File: src/rtl/core/scg_pkg.sv
// ----------------------------------------------------------------------------
// scg_pkg
// Shared constants and helpers for the shift cipher with key guess unit.
// ----------------------------------------------------------------------------
package scg_pkg;

    localparam int NUM_LETTERS  = 26;
    localparam int LETTER_IDX_W = 5;
    localparam int CHAR_W       = 8;
    localparam int KEY_W        = 5;
    localparam int OUT_TDATA_W  = 16;

    localparam logic [CHAR_W-1:0] ASCII_UPPER_A = 8'h41;
    localparam logic [CHAR_W-1:0] ASCII_UPPER_Z = 8'h5A;
    localparam logic [CHAR_W-1:0] ASCII_LOWER_A = 8'h61;
    localparam logic [CHAR_W-1:0] ASCII_LOWER_Z = 8'h7A;

    localparam logic [LETTER_IDX_W-1:0] LAST_LETTER = 5'd25;
    localparam logic [LETTER_IDX_W-1:0] LETTERS_N   = 5'd26;

    // Configuration register indexes.
    localparam logic CFG_SHIFT_KEY   = 1'b0;
    localparam logic CFG_CIPHER_MODE = 1'b1;

    // Negation modulo 26 of a value in 0..25.
    function automatic logic [LETTER_IDX_W-1:0] neg_mod26(
        input logic [LETTER_IDX_W-1:0] v
    );
        logic [LETTER_IDX_W-1:0] r;
        r = (v == '0) ? '0 : LETTERS_N - v;
        return r;
    endfunction

endpackage

File: src/rtl/core/scg_ram.sv
// ----------------------------------------------------------------------------
// scg_ram
// Generic single-write, single-read RAM with a registered read port.
// ----------------------------------------------------------------------------
module scg_ram #(
    parameter int WIDTH = 20,
    parameter int DEPTH = 26
) (
    input  logic                     i_clk,
    input  logic                     i_we,
    input  logic [$clog2(DEPTH)-1:0] i_waddr,
    input  logic [WIDTH-1:0]         i_wdata,
    input  logic                     i_re,
    input  logic [$clog2(DEPTH)-1:0] i_raddr,
    output logic [WIDTH-1:0]         o_rdata
);

    logic [WIDTH-1:0] r_mem [DEPTH];
    logic [WIDTH-1:0] r_rdata;

    always_ff @(posedge i_clk) begin
        if (i_we) begin
            r_mem[i_waddr] <= i_wdata;
        end
        // The read data holds while no read is issued.
        if (i_re) begin
            r_rdata <= r_mem[i_raddr];
        end
    end

    assign o_rdata = r_rdata;

endmodule

File: src/rtl/core/shift_cipher_with_key_guess_unit.sv
// ----------------------------------------------------------------------------
// shift_cipher_with_key_guess_unit
// Shift cipher on a byte stream with a letter histogram and a key guess.
// ----------------------------------------------------------------------------
// Each accepted byte passes through S_IDLE, where the request is taken and, for
// a letter, its histogram bin is read from the 26-entry count RAM, and S_RMW,
// where, once the output register is free, the count is incremented and written
// back while the transformed byte goes to the output register. A byte marked
// with tlast is followed by a scan of the RAM, one bin per cycle, and by S_GUESS,
// which shows the key guess once the output is free. The count RAM has a single,
// registered read port. A new byte is accepted while a finished result still
// waits on the output. Bins carry valid bits cleared at reset and after every
// guess, so no clearing pass is needed. Counts saturate at 2^COUNT_WIDTH - 1.
// The key register is taken modulo 26.
module shift_cipher_with_key_guess_unit
    import scg_pkg::*;
#(
    parameter int COUNT_WIDTH = 20
) (
    input  logic                    i_clk,
    input  logic                    i_rst_n,
    // Configuration write port.
    input  logic                    i_cfg_we,
    input  logic                    i_cfg_addr,
    input  logic [KEY_W-1:0]        i_cfg_wdata,
    // Text input.
    input  logic                    s_axis_tvalid,
    output logic                    s_axis_tready,
    input  logic [CHAR_W-1:0]       s_axis_tdata,  // [7:0] char_in
    input  logic                    s_axis_tlast,  // end_of_text
    // Result output.
    output logic                    m_axis_tvalid,
    input  logic                    m_axis_tready,
    output logic [OUT_TDATA_W-1:0]  m_axis_tdata,  // [7:0] out_char, [12:8] key_guess,
                                                   // [13] no_letters, [15:14] zero
    output logic                    m_axis_tuser,  // is_guess
    output logic                    m_axis_tlast   // run_last
);

    localparam logic [1:0] S_IDLE  = 2'd0;
    localparam logic [1:0] S_RMW   = 2'd1;
    localparam logic [1:0] S_SCAN  = 2'd2;
    localparam logic [1:0] S_GUESS = 2'd3;

    localparam logic [COUNT_WIDTH-1:0] COUNT_MAX = '1;

    // Configuration.
    logic [KEY_W-1:0] r_shift_key;
    logic             r_cipher_mode;

    // Control.
    logic [1:0]              r_state, n_state;
    logic                    r_eot, n_eot;
    logic                    r_letter, n_letter;
    logic [LETTER_IDX_W-1:0] r_idx, n_idx;
    logic [CHAR_W-1:0]       r_char, n_char;
    logic [NUM_LETTERS-1:0]  r_cnt_vld, n_cnt_vld;
    logic [LETTER_IDX_W-1:0] r_scan_addr, n_scan_addr;
    logic                    r_cmp_vld, n_cmp_vld;
    logic [LETTER_IDX_W-1:0] r_cmp_idx, n_cmp_idx;
    logic [COUNT_WIDTH-1:0]  r_best_cnt, n_best_cnt;
    logic [LETTER_IDX_W-1:0] r_best_idx, n_best_idx;

    // Output register.
    logic                   r_mvalid, n_mvalid;
    logic [OUT_TDATA_W-1:0] r_mdata, n_mdata;
    logic                   r_muser, n_muser;
    logic                   r_mlast, n_mlast;

    // RAM interface.
    logic                    ram_we;
    logic [LETTER_IDX_W-1:0] ram_waddr;
    logic [COUNT_WIDTH-1:0]  ram_wdata;
    logic                    ram_re;
    logic [LETTER_IDX_W-1:0] ram_raddr;
    logic [COUNT_WIDTH-1:0]  ram_rdata;

    // Datapath helpers.
    logic [LETTER_IDX_W-1:0] key_mod;
    logic [LETTER_IDX_W-1:0] shift_amt;
    logic                    in_upper, in_lower, in_letter;
    logic [CHAR_W-1:0]       in_base;
    logic [LETTER_IDX_W:0]   idx_sum;
    logic [LETTER_IDX_W-1:0] in_idx;
    logic                    in_acc;
    logic                    out_free;
    logic [COUNT_WIDTH-1:0]  rmw_cnt;
    logic [COUNT_WIDTH-1:0]  scan_cnt;
    logic [LETTER_IDX_W-1:0] guess;
    logic                    none;

    scg_ram #(
        .WIDTH (COUNT_WIDTH),
        .DEPTH (NUM_LETTERS)
    ) u_count_ram (
        .i_clk   (i_clk),
        .i_we    (ram_we),
        .i_waddr (ram_waddr),
        .i_wdata (ram_wdata),
        .i_re    (ram_re),
        .i_raddr (ram_raddr),
        .o_rdata (ram_rdata)
    );

    assign s_axis_tready = (r_state == S_IDLE);
    assign in_acc        = s_axis_tvalid && s_axis_tready;
    assign out_free      = !r_mvalid || m_axis_tready;

    assign m_axis_tvalid = r_mvalid;
    assign m_axis_tdata  = r_mdata;
    assign m_axis_tuser  = r_muser;
    assign m_axis_tlast  = r_mlast;

    // Letter transform of the incoming byte.
    always_comb begin
        key_mod   = (r_shift_key >= LETTERS_N) ? r_shift_key - LETTERS_N : r_shift_key;
        shift_amt = r_cipher_mode ? neg_mod26(key_mod) : key_mod;
        in_upper  = (s_axis_tdata >= ASCII_UPPER_A) && (s_axis_tdata <= ASCII_UPPER_Z);
        in_lower  = (s_axis_tdata >= ASCII_LOWER_A) && (s_axis_tdata <= ASCII_LOWER_Z);
        in_letter = in_upper || in_lower;
        in_base   = in_upper ? ASCII_UPPER_A : ASCII_LOWER_A;
        idx_sum   = {1'b0, LETTER_IDX_W'(s_axis_tdata - in_base)} + {1'b0, shift_amt};
        in_idx    = (idx_sum >= {1'b0, LETTERS_N}) ? LETTER_IDX_W'(idx_sum - {1'b0, LETTERS_N})
                                                   : idx_sum[LETTER_IDX_W-1:0];
    end

    // Bins that were not written since the last clear read as zero.
    assign rmw_cnt  = r_cnt_vld[r_idx] ? ram_rdata : '0;
    assign scan_cnt = r_cnt_vld[r_cmp_idx] ? ram_rdata : '0;
    assign none     = (r_best_cnt == '0);
    assign guess    = none ? '0 : (r_cipher_mode ? neg_mod26(r_best_idx) : r_best_idx);

    always_comb begin
        n_state     = r_state;
        n_eot       = r_eot;
        n_letter    = r_letter;
        n_idx       = r_idx;
        n_char      = r_char;
        n_cnt_vld   = r_cnt_vld;
        n_scan_addr = r_scan_addr;
        n_cmp_vld   = 1'b0;
        n_cmp_idx   = r_scan_addr;
        n_best_cnt  = r_best_cnt;
        n_best_idx  = r_best_idx;
        n_mvalid    = r_mvalid && !m_axis_tready;
        n_mdata     = r_mdata;
        n_muser     = r_muser;
        n_mlast     = r_mlast;
        ram_we      = 1'b0;
        ram_waddr   = r_idx;
        ram_wdata   = (rmw_cnt == COUNT_MAX) ? rmw_cnt : rmw_cnt + 1'b1;
        ram_re      = 1'b0;
        ram_raddr   = in_idx;

        case (r_state)
            S_IDLE: begin
                if (in_acc) begin
                    n_eot    = s_axis_tlast;
                    n_letter = in_letter;
                    n_idx    = in_idx;
                    n_char   = in_letter ? in_base + CHAR_W'(in_idx) : s_axis_tdata;
                    ram_re   = in_letter;
                    n_state  = S_RMW;
                end
            end
            S_RMW: begin
                if (out_free) begin
                    ram_we   = r_letter;
                    if (r_letter) begin
                        n_cnt_vld[r_idx] = 1'b1;
                    end
                    n_mvalid = 1'b1;
                    n_mdata  = {{(OUT_TDATA_W-CHAR_W){1'b0}}, r_char};
                    n_muser  = 1'b0;
                    n_mlast  = !r_eot;
                    if (r_eot) begin
                        n_scan_addr = '0;
                        n_best_cnt  = '0;
                        n_best_idx  = '0;
                        n_state     = S_SCAN;
                    end else begin
                        n_state = S_IDLE;
                    end
                end
            end
            S_SCAN: begin
                // Reads run one bin ahead of the compare.
                if (r_scan_addr < LETTERS_N) begin
                    ram_re      = 1'b1;
                    ram_raddr   = r_scan_addr;
                    n_cmp_vld   = 1'b1;
                    n_scan_addr = r_scan_addr + 1'b1;
                end
                if (r_cmp_vld) begin
                    // Strictly greater, so ties keep the lowest letter.
                    if (scan_cnt > r_best_cnt) begin
                        n_best_cnt = scan_cnt;
                        n_best_idx = r_cmp_idx;
                    end
                    if (r_cmp_idx == LAST_LETTER) begin
                        n_state = S_GUESS;
                    end
                end
            end
            S_GUESS: begin
                if (out_free) begin
                    n_mvalid  = 1'b1;
                    n_mdata   = {{(OUT_TDATA_W-CHAR_W-LETTER_IDX_W-1){1'b0}},
                                 none, guess, {CHAR_W{1'b0}}};
                    n_muser   = 1'b1;
                    n_mlast   = 1'b1;
                    n_cnt_vld = '0;
                    n_state   = S_IDLE;
                end
            end
            default: begin
                n_state = S_IDLE;
            end
        endcase
    end

    always_ff @(posedge i_clk) begin
        if (!i_rst_n) begin
            r_shift_key   <= '0;
            r_cipher_mode <= 1'b0;
            r_state       <= S_IDLE;
            r_cnt_vld     <= '0;
            r_cmp_vld     <= 1'b0;
            r_mvalid      <= 1'b0;
        end else begin
            if (i_cfg_we) begin
                case (i_cfg_addr)
                    CFG_SHIFT_KEY:   r_shift_key   <= i_cfg_wdata;
                    CFG_CIPHER_MODE: r_cipher_mode <= i_cfg_wdata[0];
                    default: ;
                endcase
            end
            r_state   <= n_state;
            r_cnt_vld <= n_cnt_vld;
            r_cmp_vld <= n_cmp_vld;
            r_mvalid  <= n_mvalid;
        end
    end

    always_ff @(posedge i_clk) begin
        r_eot       <= n_eot;
        r_letter    <= n_letter;
        r_idx       <= n_idx;
        r_char      <= n_char;
        r_scan_addr <= n_scan_addr;
        r_cmp_idx   <= n_cmp_idx;
        r_best_cnt  <= n_best_cnt;
        r_best_idx  <= n_best_idx;
        r_mdata     <= n_mdata;
        r_muser     <= n_muser;
        r_mlast     <= n_mlast;
    end

`ifndef SYNTHESIS
    // Only one item is in work at a time.
    a_one_in_flight: assert property (@(posedge i_clk) disable iff (!i_rst_n)
        s_axis_tvalid && s_axis_tready |=> !s_axis_tready)
        else $error("input accepted while previous item in work");

    // A guess result is always the last result of its item.
    a_guess_last: assert property (@(posedge i_clk) disable iff (!i_rst_n)
        m_axis_tvalid && m_axis_tuser |-> m_axis_tlast && (m_axis_tdata[7:0] == 8'd0))
        else $error("malformed guess result");

    // With no letters the guess is forced to zero.
    a_none_zero: assert property (@(posedge i_clk) disable iff (!i_rst_n)
        m_axis_tvalid && m_axis_tdata[13] |-> m_axis_tdata[12:8] == 5'd0)
        else $error("key guess not zero without letters");

    // The histogram is fully cleared once a guess has been loaded.
    a_clear_after_guess: assert property (@(posedge i_clk) disable iff (!i_rst_n)
        r_state == S_GUESS && out_free |=> r_cnt_vld == '0)
        else $error("histogram not cleared after guess");

    // Scan read pointer never runs beyond one past the last bin.
    a_scan_range: assert property (@(posedge i_clk) disable iff (!i_rst_n)
        r_state == S_SCAN |-> r_scan_addr <= LETTERS_N)
        else $error("scan address out of range");
`endif

endmodule

File: config.mk
export PLATFORM = sky130hd
export DESIGN_NAME = shift_cipher_with_key_guess_unit
export DESIGN_NICKNAME = d
export VERILOG_FILES = /design/src/rtl/core/scg_pkg.sv /design/src/rtl/core/scg_ram.sv /design/src/rtl/core/shift_cipher_with_key_guess_unit.sv
export SDC_FILE = /design/constraint.sdc
export NUM_CORES = 1
export LEC_CHECK = 0
export ABC_AREA = 1
export BUFFER_PORTS_ARGS = -buffer_cell sky130_fd_sc_hd__buf_2
export CAP_MARGIN = 20
export CORE_UTILIZATION = 50
export CTS_BUF_LIST = sky130_fd_sc_hd__clkbuf_16
export DETAILED_ROUTE_END_ITERATION = 8
export GPL_TIMING_DRIVEN = 0
export PLACE_DENSITY_LB_ADDON = 0.1
export SYNTH_ARGS = -nofsm -noshare
export SYNTH_HDL_FRONTEND = slang
export SYNTH_SLANG_ARGS = --single-unit
File: constraint.sdc
create_clock -name i_clk -period 11.9 [get_ports i_clk]
set_clock_uncertainty 0.05 [all_clocks]
set_input_delay 1.19 -clock i_clk [delete_from_list [all_inputs] [get_ports i_clk]]
set_output_delay 1.19 -clock i_clk [all_outputs]
set_load 0.05 [all_outputs]
### After elaboration in Yosys (flattened, before gate mapping)

Memories as Yosys holds them, arrays and structs flattened. A register that Yosys moved wholly into a read port is not among the register bits.
Cells that the tools add are included.

* bits in latches: 0
* bits in read-only memories: 0
* word-level logic and storage cells: 140
* memories: 1
* bits in registers: 104
* RAM bits: 520

Memory list
* u_count_ram.r_mem: words 26, bits a word 20, rd ports 1, clocked after memory_dff 1, wr ports 1, line scg_ram.sv:18 `logic [WIDTH-1:0] r_mem [DEPTH];`

* $add $sub $neg: 9
* multiply operators: 0
* bitwise gates (word level): 2
* reduce and logical (&&, ||, !) cells: 26
* $lt $le $gt $ge: 11
* equal/unequal tests: 14
* muxes and demuxes: 60
* divide/modulo/power cells: 0
* shift operators: 0

Operators with widths (count)
* two-way mux 20 bit: 7
* two-way mux 26 bit: 3
* two-way mux 5 bit: 14
* case mux 26 bit (2 select lines): 1
* case mux 20 bit (2 select lines): 1
* two-way mux 16 bit: 2
* case mux 16 bit (2 select lines): 1
* OR 26 bit: 1
* adder 20 x 1 -> 20 bit (second input constant): 1
* == test 20 bit (second input constant): 1
* greater-than comparator 20 bit: 1
* logical NOT 20 bit: 1
* case mux 5 bit (2 select lines): 2
* greater-or-equal comparator 8 x 7 -> 1 bit (second input constant): 2
* <= comparator 8 x 7 -> 1 bit (second input constant): 2
* inequality test 2 bit (second input constant): 8
* two-way mux 1 bit: 14
* < comparator 5 x 6 -> 1 bit (second input constant): 2
* two-way mux 2 bit: 6
* binary-select mux 1 bit (select 5 bit): 2
* logical NOT 5 bit: 2
* AND reduction 5 bit: 2
* subtractor 5 bit (first input constant): 2
* subtractor 5 bit (second input constant): 2
* 27 further kinds: 42

### Depth between registers and ports, before layout

* depth after elaboration: 10
* depth in mapped cells: 28
* gate-level depth less buffers: 27

### Hierarchy

From an unflattened synthesis, not the netlist that was laid out.

* cell total of the unflattened synthesis: 2822
* area, all modules: 28786.4 um2

Modules (own cells, without submodules)
* scg_ram: cells each 1935, area each 22175.0 um2, instances 1, sequential area each 16215.6 um2
* shift_cipher_with_key_guess_unit: cells each 887, area each 6611.3 um2, instances 1, sequential area each 2652.5 um2

### Worst setup path before layout

Ideal clock, no wire load.

* path kind: register -> register
* start: register r_cmp_idx[0]
* end: register r_best_cnt[0] (enable)
* required time: 11.435 ns
* data arrival time: 4.074 ns
* setup slack: 7.361 ns
* clock period less this slack: 4.539 ns
* stages on the path, launching flop included: 20
* path through: dfxtp_1 -> inv_1 -> clkbuf_1 -> o21ai_0 -> a21oi_1 -> o21ai_0 -> nand3_1 -> nand3_1 -> nand2_1 -> buf_2 -> buf_1 -> nor2_1 -> ha_1 -> nand4_1 -> or2_2 -> nor4_1 -> nand2_1 -> nand3_1 -> o21ai_0 -> a21oi_1

* word-level cells in the longest chain between the ends: 6

RTL lines
* start: declaration: line shift_cipher_with_key_guess_unit.sv:60 `logic [LETTER_IDX_W-1:0] r_cmp_idx, n_cmp_idx;`
* start signal: assignment: line shift_cipher_with_key_guess_unit.sv:251 `r_cmp_idx <= n_cmp_idx;`
* binary-select mux 1 bit (select 5 bit): line shift_cipher_with_key_guess_unit.sv:129 `assign scan_cnt = r_cnt_vld[r_cmp_idx] ? ram_rdata : '0;`
* two-way mux 1 bit (not written as such): line shift_cipher_with_key_guess_unit.sv:129
* two-way mux 20 bit: line shift_cipher_with_key_guess_unit.sv:129
* net scan_cnt[17]: line shift_cipher_with_key_guess_unit.sv:88 `logic [COUNT_WIDTH-1:0] scan_cnt;`
* greater-than comparator 20 bit: line shift_cipher_with_key_guess_unit.sv:196 `if (scan_cnt > r_best_cnt) begin`
* inequality test 2 bit (no line)
* AND reduction 5 bit (no line)
* end signal: assignment: line shift_cipher_with_key_guess_unit.sv:252 `r_best_cnt <= n_best_cnt;`
* end: declaration: line shift_cipher_with_key_guess_unit.sv:61 `logic [COUNT_WIDTH-1:0] r_best_cnt, n_best_cnt;`

The timed path passes the listed nets, and every way through them passes these cells. The select of a mux whose other input is x is not followed.
A chain may end at the register's enable or synchronous reset.

### Worst setup path in the final report

* start: register r_shift_key[1]
* end: register u_count_ram.r_rdata[3] (netlist: u_count_ram.o_rdata[3]) (read register of u_count_ram.r_mem), data pin

* word-level cells in the longest chain between the ends: 10

RTL lines
* start: declaration: line shift_cipher_with_key_guess_unit.sv:48 `logic [KEY_W-1:0] r_shift_key;`
* start signal: assignment: line shift_cipher_with_key_guess_unit.sv:233 `CFG_SHIFT_KEY: r_shift_key <= i_cfg_wdata;`
* subtractor 5 bit / greater-or-equal comparator 5 bit (equally long branches): line shift_cipher_with_key_guess_unit.sv:116 `key_mod = (r_shift_key >= LETTERS_N) ? r_shift_key - LETTERS_N : r_shift_key;`
* two-way mux 5 bit (*): line shift_cipher_with_key_guess_unit.sv:116
* subtractor 5 bit / logical NOT 5 bit (equally long branches): line scg_pkg.sv:30 `r = (v == '0) ? '0 : LETTERS_N - v;`
* two-way mux 5 bit: line scg_pkg.sv:30
* two-way mux 5 bit (*): line shift_cipher_with_key_guess_unit.sv:117 `shift_amt = r_cipher_mode ? neg_mod26(key_mod) : key_mod;`
* adder 5 x 5 -> 6 bit (*): line shift_cipher_with_key_guess_unit.sv:122 `idx_sum = {1'b0, LETTER_IDX_W'(s_axis_tdata - in_base)} + {1'b0, shift_amt};`
* subtractor 5 bit / greater-or-equal comparator 6 x 5 -> 1 bit (equally long branches): line shift_cipher_with_key_guess_unit.sv:123 `in_idx = (idx_sum >= {1'b0, LETTERS_N}) ? LETTER_IDX_W'(idx_sum - {1'b0, LETTERS_N})`
* two-way mux 5 bit (*): line shift_cipher_with_key_guess_unit.sv:123
* two-way mux 5 bit: line shift_cipher_with_key_guess_unit.sv:188 `if (r_scan_addr < LETTERS_N) begin`
* two-way mux 5 bit (*): line shift_cipher_with_key_guess_unit.sv:155 `case (r_state)`
* end: declaration: line scg_ram.sv:19 `logic [WIDTH-1:0] r_rdata;`

Mark *: on every way between the ends. The rest lies on a longest branch, timed or not.

==> summary.md <==
| Metric | Value |
|---|---|
| Status | finished, final reports clean |
| Critical path endpoint category | register |
| Final WL | 83,900 µm |
| Ys async rst share | 0% |
| DRT iter0 DRCs | 2,224 |
| Area Overhead vs Synth | 13.9% |
| Die width | 245 µm |
| VDD IR max | 0.144 mV |
| Measured slew at the worst slew-check pin | 1.12 ns |
| Largest net degree at the start of global routing | 27 |
| CP startpoint kind | register |
| Count of final hold-check violations | 0 |
| # nets final | 3,207 |
| Pwr dens | 192 nW/µm² |
| WS Path Type | register to register |
| Core Region | 58,000 µm² |
| Cts bufs inserted | 70 |
| EDFF count, synth | 601 |
| Hold-fix buffers, CTS | 0 |
| Number of setup violations in the final report | 0 |
| Post-synthesis register bit count | 642 |
| Leading area contributor after synthesis | edfxtp_1 |
| Global-route wire length before repair | 126,000 µm |
| Clock-pin slew on the worst setup and hold paths | 0.06 ns |
| Ports | 40 |
| Cells after Synth | 2,994 |
| Fmax | 181 MHz |
| Crit Path Max Fanout | 10 |
| Avg WL per Cell | 21.1 µm |
| Clock Tree Root | clkbuf_16 |
| Overall routing resource usage | 28.4% |
| Req. time, crit path | 12.18 ns |
| Global placer's final weighted congestion | 0.918 |
| Vias in the first global route | 20,900 |
| Initial antenna violation count | 1 |
| Layout cell share with drive strength beyond 1 | 10.6% |
| Sink Count | 642 |
| Seq/Total Area, Yosys | 63.9% |
| Placed wire-length estimate | 58,400 µm |
| First-pass detailed-route iteration total | 6 |
| Max-cap violations | 0 |
| Worst skew pair latency | 0.62 ns |
| H-tree depth | 3 |
| Initial Utilization | 50.9% |
| YS warnings | 0 |
| Static Leak | 14.2 nW |
| Tmin final | 5.52 ns |
| Global route overflow | 0 |
| List of most frequent post-synthesis cells | nand2_1 (938), edfxtp_1 (601), nand3_1 (411), inv_1 (337), nor2_1 (117) |
| Crit path DAT | 5.80 ns |
| RSZ-0062 raised after global routing | false |
| Most frequent cell after synthesis | nand2_1 |
| Via Count | 21,700 |
| Post_cts resized | 0 |
| Final Max Slew Viols | 0 |
| Hold Crit Class | register to register |
| Post-route DRC | 0 |
| CTS tree | done |
| Clock Tree Buf Depth | 3 |
| Final core utilization | 58.0% |
| Die area | 60,000 µm² |
| Max-slew headroom | 24.6% |
| Number of distinct library cells after synthesis | 48 |
| Top_reg_cell synth | edfxtp_1 |
| Avg Cell Area, Syn | 9.87 µm² |
| Ranking of synthesized cells by area | edfxtp_1 (61%), nand2_1 (12%), nand3_1 (7.0%), inv_1 (4.3%), dfxtp_1 (2.8%) |
| Yosys top cell area share | 61.1% |
| Period utilisation layout | 46.4% |
| Antenna-violating nets left | 0 |
| Vias/cell | 5.47 |
| Fill count | 4,960 |
| Setup TNS | 0 ns |
| Setup Buffers After CTS | 0 |
| DIE HEIGHT | 245 µm |
| Combined area of all synthesized cells | 29,500 µm² |
| Row count | 88 |
| IO Port Bufs | 37 |
==> registers in the layout (all words and copies together) (netlist names), named ones only <==
name	flops
u_count_ram.r_mem	520
r_cnt_vld	26
r_best_cnt	20
u_count_ram.o_rdata	20
m_axis_tdata	14
r_char	8
n_cmp_idx	5
r_best_idx	5
r_cmp_idx	5
r_idx	5
r_shift_key	5
m_axis_tlast	1
m_axis_tuser	1
m_axis_tvalid	1
r_cipher_mode	1
r_cmp_vld	1
r_eot	1
r_letter	1
r_state	1
==> final cells by class <==
class	instances	area (µm²)	area share, %
Multi-Input combinational cell	1860	8830	26.2
Antenna cell	1	2.50	0.00744
Clock buffer	72	1800	5.36
Inverter	345	1300	3.86
Buffer	148	704	2.09
Tap cell	765	957	2.85
Sequential cell	642	18900	56.1
Timing Repair Buffer	83	801	2.38
Clock inverter	52	380	1.13
==> final timing paths <==
kind | slack, ns | from | endpoint | cells past startpoint
max | 6.38 | r_shift_key[1] | u_count_ram.o_rdata[3] | 24
min | 0.36 | n_cmp_idx[4] | r_cmp_idx[4] | 0
max reg2reg | 6.38 | r_shift_key[1] | u_count_ram.o_rdata[3] | 24
min reg2reg | 0.36 | n_cmp_idx[4] | r_cmp_idx[4] | 0
==> per-stage QoR <==
stage / cell area (µm²) / power, mW / worst slack, ns / hold WS [ns] / std cells
after floorplan: 29500 / 3.69 / 7.36 / 0.320 / 2995
after global placement: 30700 / 4.35 / 5.19 / 0.343 / 3797
after detailed placement: 31400 / 4.38 / 6.43 / 0.342 / 3842
after CTS: 33600 / 6.46 / 6.41 / 0.356 / 3966
after global routing: 33600 / 6.73 / 6.04 / 0.360 / 3967
final: 33600 / 6.46 / 6.38 / 0.359 / 3968
==> placed cells by master, fill, tap and decap left out, types with 5 or more instances in the layout <==
| cell type | instances |
|---|---|
| clkbuf_16 | 72 |
| nor3_2 | 26 |
| or2_2 | 8 |
| buf_8 | 7 |
| nor3_1 | 24 |
| inv_2 | 5 |
| ha_1 | 36 |
| clkinv_1 | 13 |
| nand2_2 | 11 |
| nor2_2 | 17 |
| dfxtp_1 | 41 |
| nor4_1 | 5 |
| a31oi_1 | 7 |
| o21ai_1 | 13 |
| nand2_1 | 938 |
| buf_6 | 36 |
| o21ai_0 | 53 |
| buf_2 | 93 |
| xor2_1 | 9 |
| nand3_2 | 12 |
| clkinv_2 | 13 |
| o211ai_1 | 5 |
| buf_4 | 10 |
| nor2_1 | 116 |
| bufinv_16 | 5 |
| a21oi_1 | 67 |
| nor2_4 | 5 |
| nand3_1 | 409 |
| nand3b_1 | 22 |
| buf_16 | 5 |
| nand4_1 | 48 |
| clkbuf_1 | 76 |
| edfxtp_1 | 601 |
| inv_1 | 356 |
==> power by group <==
part | switching [mW] | internal (mW) | total, mW
Clock | 0.886 | 1.20 | 2.09
Sequential | 0.0399 | 2.54 | 2.58
Combinational | 1.33 | 0.462 | 1.79
==> cell families after synthesis <==
family	share of synthesized area [%]
compound gates	2.97
other cells	0.0127
simple gates	24.4
fa+ha+maj	1.59
buf+inv	6.78
xor+xnor	0.326
flops	63.9
==> routing by layer <==
metal	track usage, %	vias to the layer above	part of all wire [%]
li1	-	10300	-
met1	39.2	10400	43
met2	44.9	792	46
met3	4.30	186	7.0
met4	11.7	0	4.4
met5	0	-	0
==> worst max-delay path, stage by stage (launching register included) <==
cell,delay (ns)
dfxtp_1,0.36
inv_1,0.08
ha_1,0.21
o21ai_0,0.20
nand2_1,0.13
a21oi_1,0.30
nand2_1,0.10
nor2_1,0.09
nand4_1,0.14
o211ai_1,0.14
inv_1,0.11
fa_1,0.47
or2_1,0.24
nand2_1,0.12
nand2_1,0.10
nand3_2,0.13
nand2_2,0.10
nand2_1,0.09
xor2_1,0.53
nand2_1,0.27
nand2_1,0.40
buf_2,0.30
nand3_1,0.25
nand3_1,0.20
nand2_1,0.12
(Power assumes the default switching activity.)
